===== src/rtl/hsv_to_rgb_converter_top_assert.svh =====
// Assertion macros for the HSV to RGB converter.
`ifndef HSV_TO_RGB_CONVERTER_TOP_ASSERT_SVH
`define HSV_TO_RGB_CONVERTER_TOP_ASSERT_SVH

// Same-cycle implication, disabled during reset.
`define HSVRGB_ASSERT_NOW(label, clock, resetn, ante, cons) \
    label: assert property (@(posedge clock) disable iff (!resetn) (ante) |-> (cons)) \
        else $error("%m: assertion failed");

// Next-cycle implication, disabled during reset.
`define HSVRGB_ASSERT_NEXT(label, clock, resetn, ante, cons) \
    label: assert property (@(posedge clock) disable iff (!resetn) (ante) |=> (cons)) \
        else $error("%m: assertion failed");

`endif


===== src/rtl/hsvrgb_pkg.sv =====
package hsvrgb_pkg;

    localparam int NUM_STAGES = 5;

    // 255 * 65536: full scale of the q and t numerators
    localparam logic [23:0] FULL_SCALE_FRAC = 24'd16711680;
    localparam logic [16:0] FRAC_ONE        = 17'h10000;
    localparam logic [7:0]  FULL_SCALE      = 8'd255;

    // x / 255 == (x * 0x8081) >> 23, exact for x < 2^16
    localparam logic [15:0] RECIP_255   = 16'h8081;
    localparam int          RECIP_SHIFT = 23;

    typedef enum logic [2:0] {
        SEC_RED_YELLOW   = 3'd0,
        SEC_YELLOW_GREEN = 3'd1,
        SEC_GREEN_CYAN   = 3'd2,
        SEC_CYAN_BLUE    = 3'd3,
        SEC_BLUE_MAGENTA = 3'd4,
        SEC_MAGENTA_RED  = 3'd5
    } sector_t;

    typedef struct packed {
        logic [NUM_STAGES-1:0] load;
        logic [NUM_STAGES-1:0] valid;
    } pipe_ctl_t;

endpackage


===== src/rtl/hsvrgb_if.sv =====
interface hsvrgb_in_if;
    logic        valid;
    logic        ready;
    logic [15:0] hue_turn;
    logic [7:0]  sat_level;
    logic [7:0]  val_level;

    modport source (output valid, output hue_turn, output sat_level, output val_level,
                    input ready);
    modport sink   (input valid, input hue_turn, input sat_level, input val_level,
                    output ready);
endinterface

interface hsvrgb_out_if;
    logic       valid;
    logic       ready;
    logic [7:0] red;
    logic [7:0] green;
    logic [7:0] blue;

    modport source (output valid, output red, output green, output blue, input ready);
    modport sink   (input valid, input red, input green, input blue, output ready);
endinterface


===== src/rtl/hsvrgb_pipe_ctrl.sv =====
module hsvrgb_pipe_ctrl (
    input  logic                  clk,
    input  logic                  rst_n,
    input  logic                  in_valid,
    input  logic                  out_ready,
    output hsvrgb_pkg::pipe_ctl_t ctl
);

    localparam int N = hsvrgb_pkg::NUM_STAGES;

    logic [N-1:0] valid_reg;
    logic [N-1:0] valid_next;
    logic [N-1:0] load;

    // a stage loads when empty or when the stage after it moves
    always_comb
    begin
        load[N-1] = !valid_reg[N-1] || out_ready;
        for (int k = N - 2; k >= 0; k--)
        begin
            load[k] = !valid_reg[k] || load[k+1];
        end
    end

    always_comb
    begin
        valid_next[0] = load[0] ? in_valid : valid_reg[0];
        for (int k = 1; k < N; k++)
        begin
            valid_next[k] = load[k] ? valid_reg[k-1] : valid_reg[k];
        end
    end

    always_ff @(posedge clk or negedge rst_n)
    begin
        if (!rst_n)
        begin
            valid_reg <= '0;
        end
        else
        begin
            valid_reg <= valid_next;
        end
    end

    assign ctl = '{load: load, valid: valid_reg};

endmodule


===== src/rtl/hsv_to_rgb_converter_top.sv =====
// HSV to RGB converter, one pixel per word.
// Input channel hsv: hue_turn (Q0.16 fraction of a turn), sat_level and
// val_level (8-bit, 255 = one). Output channel rgb: red, green, blue, 8 bits.
// Both channels are valid/ready; a word moves when both are high.
// Five register stages: hue sector split, s*f products, v*numerator products,
// reciprocal multiply for the divide by 255, and the sector mux into the
// output register. The multiplies sit in stages 1 to 4; stage 5 is a mux.
// Throughput: one word per cycle, sustained while rgb.ready stays high.
// Each stage has its own valid bit and loads when it is empty or its
// successor moves, so bubbles are squeezed out and input is taken while a
// result waits at the output.
// When the receiver stalls, the output holds and words back up stage by
// stage; hsv.ready drops only once all five stages are full. Nothing is
// lost or repeated.
// Reset (rst_n low, asynchronous) empties the pipeline; no clearing pass.
`include "hsv_to_rgb_converter_top_assert.svh"

module hsv_to_rgb_converter_top (
    input  logic         clk,
    input  logic         rst_n,
    hsvrgb_in_if.sink    hsv,
    hsvrgb_out_if.source rgb
);

    hsvrgb_pkg::pipe_ctl_t ctl;

    hsvrgb_pipe_ctrl u_ctrl (
        .clk       (clk),
        .rst_n     (rst_n),
        .in_valid  (hsv.valid),
        .out_ready (rgb.ready),
        .ctl       (ctl)
    );

    assign hsv.ready = ctl.load[0];
    assign rgb.valid = ctl.valid[hsvrgb_pkg::NUM_STAGES-1];

    // stage 1: sector and fraction of hue * 6
    logic [18:0]         h6;
    hsvrgb_pkg::sector_t sector1_reg;
    logic [15:0]         frac1_reg;
    logic [7:0]          sat1_reg;
    logic [7:0]          val1_reg;

    assign h6 = {3'b000, hsv.hue_turn} * 19'd6;

    always_ff @(posedge clk)
    begin
        if (ctl.load[0])
        begin
            sector1_reg <= hsvrgb_pkg::sector_t'(h6[18:16]);
            frac1_reg   <= h6[15:0];
            sat1_reg    <= hsv.sat_level;
            val1_reg    <= hsv.val_level;
        end
    end

    // stage 2: s*f, s*(1-f), v*(255-s)
    logic [16:0]         frac_inv;
    logic [24:0]         sfb_full;
    hsvrgb_pkg::sector_t sector2_reg;
    logic [23:0]         sf2_reg;
    logic [23:0]         sfb2_reg;
    logic [15:0]         pv2_reg;
    logic [7:0]          val2_reg;

    assign frac_inv = hsvrgb_pkg::FRAC_ONE - {1'b0, frac1_reg};
    assign sfb_full = {17'd0, sat1_reg} * {8'd0, frac_inv};

    always_ff @(posedge clk)
    begin
        if (ctl.load[1])
        begin
            sector2_reg <= sector1_reg;
            sf2_reg     <= {16'd0, sat1_reg} * {8'd0, frac1_reg};
            sfb2_reg    <= sfb_full[23:0];
            pv2_reg     <= {8'd0, val1_reg} * {8'd0, hsvrgb_pkg::FULL_SCALE - sat1_reg};
            val2_reg    <= val1_reg;
        end
    end

    // stage 3: v * numerator for q and t
    logic [23:0]         num_q;
    logic [23:0]         num_t;
    hsvrgb_pkg::sector_t sector3_reg;
    logic [31:0]         xq3_reg;
    logic [31:0]         xt3_reg;
    logic [15:0]         pv3_reg;
    logic [7:0]          val3_reg;

    assign num_q = hsvrgb_pkg::FULL_SCALE_FRAC - sf2_reg;
    assign num_t = hsvrgb_pkg::FULL_SCALE_FRAC - sfb2_reg;

    always_ff @(posedge clk)
    begin
        if (ctl.load[2])
        begin
            sector3_reg <= sector2_reg;
            xq3_reg     <= {24'd0, val2_reg} * {8'd0, num_q};
            xt3_reg     <= {24'd0, val2_reg} * {8'd0, num_t};
            pv3_reg     <= pv2_reg;
            val3_reg    <= val2_reg;
        end
    end

    // stage 4: drop the 2^16 factor, then divide by 255 via reciprocal
    hsvrgb_pkg::sector_t sector4_reg;
    logic [31:0]         mq4_reg;
    logic [31:0]         mt4_reg;
    logic [31:0]         mp4_reg;
    logic [7:0]          val4_reg;

    always_ff @(posedge clk)
    begin
        if (ctl.load[3])
        begin
            sector4_reg <= sector3_reg;
            mq4_reg     <= {16'd0, xq3_reg[31:16]} * {16'd0, hsvrgb_pkg::RECIP_255};
            mt4_reg     <= {16'd0, xt3_reg[31:16]} * {16'd0, hsvrgb_pkg::RECIP_255};
            mp4_reg     <= {16'd0, pv3_reg} * {16'd0, hsvrgb_pkg::RECIP_255};
            val4_reg    <= val3_reg;
        end
    end

    // stage 5: sector mux into the output register
    localparam int QLO = hsvrgb_pkg::RECIP_SHIFT;

    logic [7:0] term_q;
    logic [7:0] term_t;
    logic [7:0] term_p;
    logic [7:0] red_next;
    logic [7:0] green_next;
    logic [7:0] blue_next;
    logic [7:0] red_reg;
    logic [7:0] green_reg;
    logic [7:0] blue_reg;

    assign term_q = mq4_reg[QLO+7:QLO];
    assign term_t = mt4_reg[QLO+7:QLO];
    assign term_p = mp4_reg[QLO+7:QLO];

    always_comb
    begin
        unique case (sector4_reg)
            hsvrgb_pkg::SEC_RED_YELLOW:
            begin
                red_next = val4_reg; green_next = term_t; blue_next = term_p;
            end
            hsvrgb_pkg::SEC_YELLOW_GREEN:
            begin
                red_next = term_q; green_next = val4_reg; blue_next = term_p;
            end
            hsvrgb_pkg::SEC_GREEN_CYAN:
            begin
                red_next = term_p; green_next = val4_reg; blue_next = term_t;
            end
            hsvrgb_pkg::SEC_CYAN_BLUE:
            begin
                red_next = term_p; green_next = term_q; blue_next = val4_reg;
            end
            hsvrgb_pkg::SEC_BLUE_MAGENTA:
            begin
                red_next = term_t; green_next = term_p; blue_next = val4_reg;
            end
            default:
            begin
                red_next = val4_reg; green_next = term_p; blue_next = term_q;
            end
        endcase
    end

    always_ff @(posedge clk)
    begin
        if (ctl.load[4])
        begin
            red_reg   <= red_next;
            green_reg <= green_next;
            blue_reg  <= blue_next;
        end
    end

    assign rgb.red   = red_reg;
    assign rgb.green = green_reg;
    assign rgb.blue  = blue_reg;

    `HSVRGB_ASSERT_NOW(a_sector_range, clk, rst_n, ctl.valid[0],
        sector1_reg <= hsvrgb_pkg::SEC_MAGENTA_RED)
    `HSVRGB_ASSERT_NOW(a_terms_below_v, clk, rst_n, ctl.valid[3],
        term_q <= val4_reg && term_t <= val4_reg && term_p <= val4_reg)
    `HSVRGB_ASSERT_NEXT(a_stage3_holds, clk, rst_n, ctl.valid[2] && !ctl.load[2],
        ctl.valid[2] && $stable(xq3_reg) && $stable(xt3_reg))

endmodule

===== src/flat_wrapper.sv =====
// flat-port wrapper written by rule: the top's interface ports become plain ports
module hsv_to_rgb_converter_top_flat 
  (clk, rst_n, hsv_valid, hsv_hue_turn, hsv_sat_level, hsv_val_level, hsv_ready, rgb_valid, rgb_red, rgb_green, rgb_blue, rgb_ready);
  hsvrgb_in_if hsv_i ();
  hsvrgb_out_if rgb_i ();
  input  logic clk;
  input  logic rst_n;
  input wire logic [$bits(hsv_i.valid)-1:0] hsv_valid;
  input wire logic [$bits(hsv_i.hue_turn)-1:0] hsv_hue_turn;
  input wire logic [$bits(hsv_i.sat_level)-1:0] hsv_sat_level;
  input wire logic [$bits(hsv_i.val_level)-1:0] hsv_val_level;
  output wire logic [$bits(hsv_i.ready)-1:0] hsv_ready;
  output wire logic [$bits(rgb_i.valid)-1:0] rgb_valid;
  output wire logic [$bits(rgb_i.red)-1:0] rgb_red;
  output wire logic [$bits(rgb_i.green)-1:0] rgb_green;
  output wire logic [$bits(rgb_i.blue)-1:0] rgb_blue;
  input wire logic [$bits(rgb_i.ready)-1:0] rgb_ready;
  assign hsv_i.valid = hsv_valid;
  assign hsv_i.hue_turn = hsv_hue_turn;
  assign hsv_i.sat_level = hsv_sat_level;
  assign hsv_i.val_level = hsv_val_level;
  assign hsv_ready = hsv_i.ready;
  assign rgb_valid = rgb_i.valid;
  assign rgb_red = rgb_i.red;
  assign rgb_green = rgb_i.green;
  assign rgb_blue = rgb_i.blue;
  assign rgb_i.ready = rgb_ready;
  hsv_to_rgb_converter_top u_core (.clk(clk), .rst_n(rst_n), .hsv(hsv_i), .rgb(rgb_i));
endmodule

===== config.mk =====
export PLATFORM = sky130hd
export DESIGN_NAME = hsv_to_rgb_converter_top_flat
export DESIGN_NICKNAME = d
export VERILOG_FILES = /design/src/rtl/hsvrgb_pkg.sv /design/src/rtl/hsvrgb_if.sv /design/src/rtl/hsvrgb_pipe_ctrl.sv /design/src/rtl/hsv_to_rgb_converter_top.sv /design/src/flat_wrapper.sv
export VERILOG_INCLUDE_DIRS = /design/src /design/src/rtl
export SDC_FILE = /design/constraint.sdc
export NUM_CORES = 2
export LEC_CHECK = 0
export BUFFER_PORTS_ARGS = -buffer_cell sky130_fd_sc_hd__clkbuf_2
export CORE_MARGIN = 2
export CORE_UTILIZATION = 37
export DETAILED_ROUTE_END_ITERATION = 8
export PLACE_DENSITY = 0.58
export SETUP_SLACK_MARGIN = 0.1
export SKIP_CTS_REPAIR_TIMING = 1
export SYNTH_ARGS = -nofsm -noshare
export SYNTH_HDL_FRONTEND = slang
export SYNTH_SLANG_ARGS = --single-unit

===== constraint.sdc =====
create_clock -name clk -period 12.3 [get_ports clk]
set_input_delay 2.46 -clock clk [delete_from_list [all_inputs] [get_ports clk]]
set_output_delay 2.46 -clock clk [all_outputs]
set_load 0.02 [all_outputs]

==> impl_metrics.tcl <==
set metrics [dict create \
    finalInstanceArea_mm2 0.0356 \
    tightest_slew_ps 995 \
    clock_sinks 229 \
    min_period_over_period_pct 57.5 \
    skew_ps 18.5 \
    run_status "finished, final reports clean" \
    synthArstFlopShare_pct 2.18 \
    setup.worst_path.class "flop to flop" \
    drt-total-wl_mm 69.2 \
    ys_top_cells_by_area "fa_1 27%, edfxtp_1 20%, ha_1 16%, and2_1 8.2%, inv_1 5.5%" \
    hold_violations 0 \
    grt_max_degree 66 \
    clk_latency_ps 570 \
    largest_reg_flops 23 \
    start_util_pct 37.4 \
    worstPathArrival_ps 7380 \
    grt_usage_pct 15.7 \
    cts.clk_slew.worst_paths_ps 60 \
    htree_levels 1 \
    cts-root-buf "clkbuf_16" \
    critPathLaunch "u_core.sf2_reg[6]$_DFFE_PP_" \
    drv_cap 0 \
    rows 109 \
    cts_tree "built" \
    ys_warn_count 0 \
    synth_common_cells "488 x inv_1, 448 x fa_1, 432 x and2_1" \
    final_layout_size_suffix_gt1_share_pct 5.57 \
    synth_edf_count 224 \
    routedLengthMet1_mm 34.6 \
    worstHoldPathType "flop to flop" \
    ys_types 74 \
    wl_met2_mm 31.2 \
    routedWlPerCell_um 15.6 \
    vias_per_cell 4.91 \
    coreArea_mm2 0.0884 \
    synth_top_cell_by_area "fa_1" \
    fin_nets 4175 \
    drv_slew 0 \
    place_hpwl_mm 53.8 \
    grt_antenna_before_repair 3 \
    crit_required_ps 12610 \
    nFillCells 8742 \
    cp_max_fo 8 \
    synth_seq_cells 229 \
    cts_buffers 28 \
    num_vias 21800 \
    dr.pass1.iters 5 \
    startpoint_type "flop" \
    min_period_ps 7070 \
    syn_avg_cell_area_um2 10.2 \
    fp.dieH_um 303 \
    routed.top_layer "met4" \
    rsz0062_at_grt "no" \
    final_util_pct 40.3 \
    postPlaceCellArea_mm2 0.0346 \
    grt_first_pass_wirelength_mm 117 \
    r2r-start "u_core.sf2_reg[6]$_DFFE_PP_" \
    die_x_um 303 \
    port_buffers 61 \
    place_congestion 0.810 \
    yosysTopAreaCellShare_pct 27.2 \
    dieArea_mm2 0.0917 \
    min_from "u_core.val3_reg[7]$_DFFE_PP_" \
    grt_overflow 0 \
    grt_pass1_vias 22700 \
    drt_iter0_drc 972 \
    fin_tns_setup_ps 0 \
    max_freq_ghz 0.141 \
    crit_path_end_kind "flop" \
    drc 0 \
    syn_inst 3242 \
    synth_area_mm2 0.0330 \
    antenna_cells 0 \
    route.met3.wl_mm 2.62 \
    synthToLayoutAreaGrowth_pct 7.75 \
    finalSetupViolations 0 \
    ant_nets 0 \
    io_pins 62 \
    syn-num-nets 4155 \
    cts_buffer_depth 3 \
    relSlewSlack_pct 33.4 \
    synth.most_common_cell "inv_1" \
    yosysSeqAreaShare_pct 20.7 \
    synth_flop_cell "edfxtp_1" \
]
==> logic make-up (layout without fill, tap and decap cells) <==
kind of cell | Yosys count | in the layout | synth area share, %
simple gates | 1008 | 1008 | 16.7
fa+ha+maj | 877 | 877 | 43.4
buf+inv | 583 | 625 | 6.63
compound gates | 345 | 345 | 6.88
flops | 229 | 229 | 20.7
xor+xnor | 157 | 157 | 4.25
mux | 43 | 43 | 1.39
==> placed cells by master (no fill, tap or decap), types with 13 or more instances in the layout <==
cell	n
a211oi_1	22
a21o_1	43
a21oi_1	108
and2_1	432
and3_1	13
buf_4	22
clkbuf_16	29
clkbuf_2	61
edfxtp_1	224
fa_1	448
ha_1	429
inv_1	488
mux2_2	22
mux2i_1	21
nand2_1	219
nand2b_1	46
nand3_1	28
nand4_1	16
nor2_1	95
nor2b_1	78
nor3_1	32
o21a_1	14
o21ai_0	49
o22ai_1	14
xnor2_1	112
xor2_1	41
==> per-stage QoR <==
stage | cells | setup WS [ps] | hold WS, ps
floorplan | 3242 | 3960 | 400
global placement | 4397 | 5390 | 403
detailed placement | 4397 | 5270 | 405
CTS | 4449 | 5230 | 419
global route | 4449 | 4750 | 427
finish | 4449 | 5230 | 417
==> final cells by class <==
class | count | area [um2] | area share, %
clock inverter | 18 | 209 | 0.587
timing repair buffer | 83 | 470 | 1.32
clock buffer | 34 | 764 | 2.15
multi-input combinational | 2430 | 24000 | 67.4
sequential | 229 | 6850 | 19.3
inverter | 490 | 1840 | 5.17
tap | 1165 | 1460 | 4.10
==> critical path, cell delays in order (launching register included) <==
cell,delay [ps]
edfxtp_1,420
or4_1,590
nor3_1,430
nand2_1,100
nor2_1,150
nand2_1,130
xor2_1,530
nor2b_1,150
fa_1,530
fa_1,510
fa_1,490
inv_1,50
fa_1,470
inv_1,40
ha_1,350
and3_1,220
and3_1,190
a221oi_1,230
o21ai_0,190
a2111oi_2,530
o2111ai_1,240
a21oi_1,210
xnor2_1,80
==> metal layers <==
layer,vias up,track usage (%)
li1,10600,-
met1,10800,23.2
met2,302,25.6
met3,57,1.53
met4,0,1.90
met5,-,0
==> path summary, 6_finish.rpt <==
check	endpoint	slack [ps]	depth (start not counted)
max	u_core.xq3_reg[31]$_DFFE_PP_	5230	22
min	u_core.val4_reg[7]$_DFFE_PP_	420	0
max reg2reg	u_core.xq3_reg[31]$_DFFE_PP_	5230	22
min reg2reg	u_core.val4_reg[7]$_DFFE_PP_	420	0
max in group asynchronous	u_core.u_ctrl.valid_reg[1]$_DFFE_PN0P_	10440	1
min in group asynchronous	u_core.u_ctrl.valid_reg[4]$_DFFE_PN0P_	1710	1
Power is left out: the tool's default activity adds up to more than one toggle a clock period on the data nets, which glitch-free logic cannot reach.
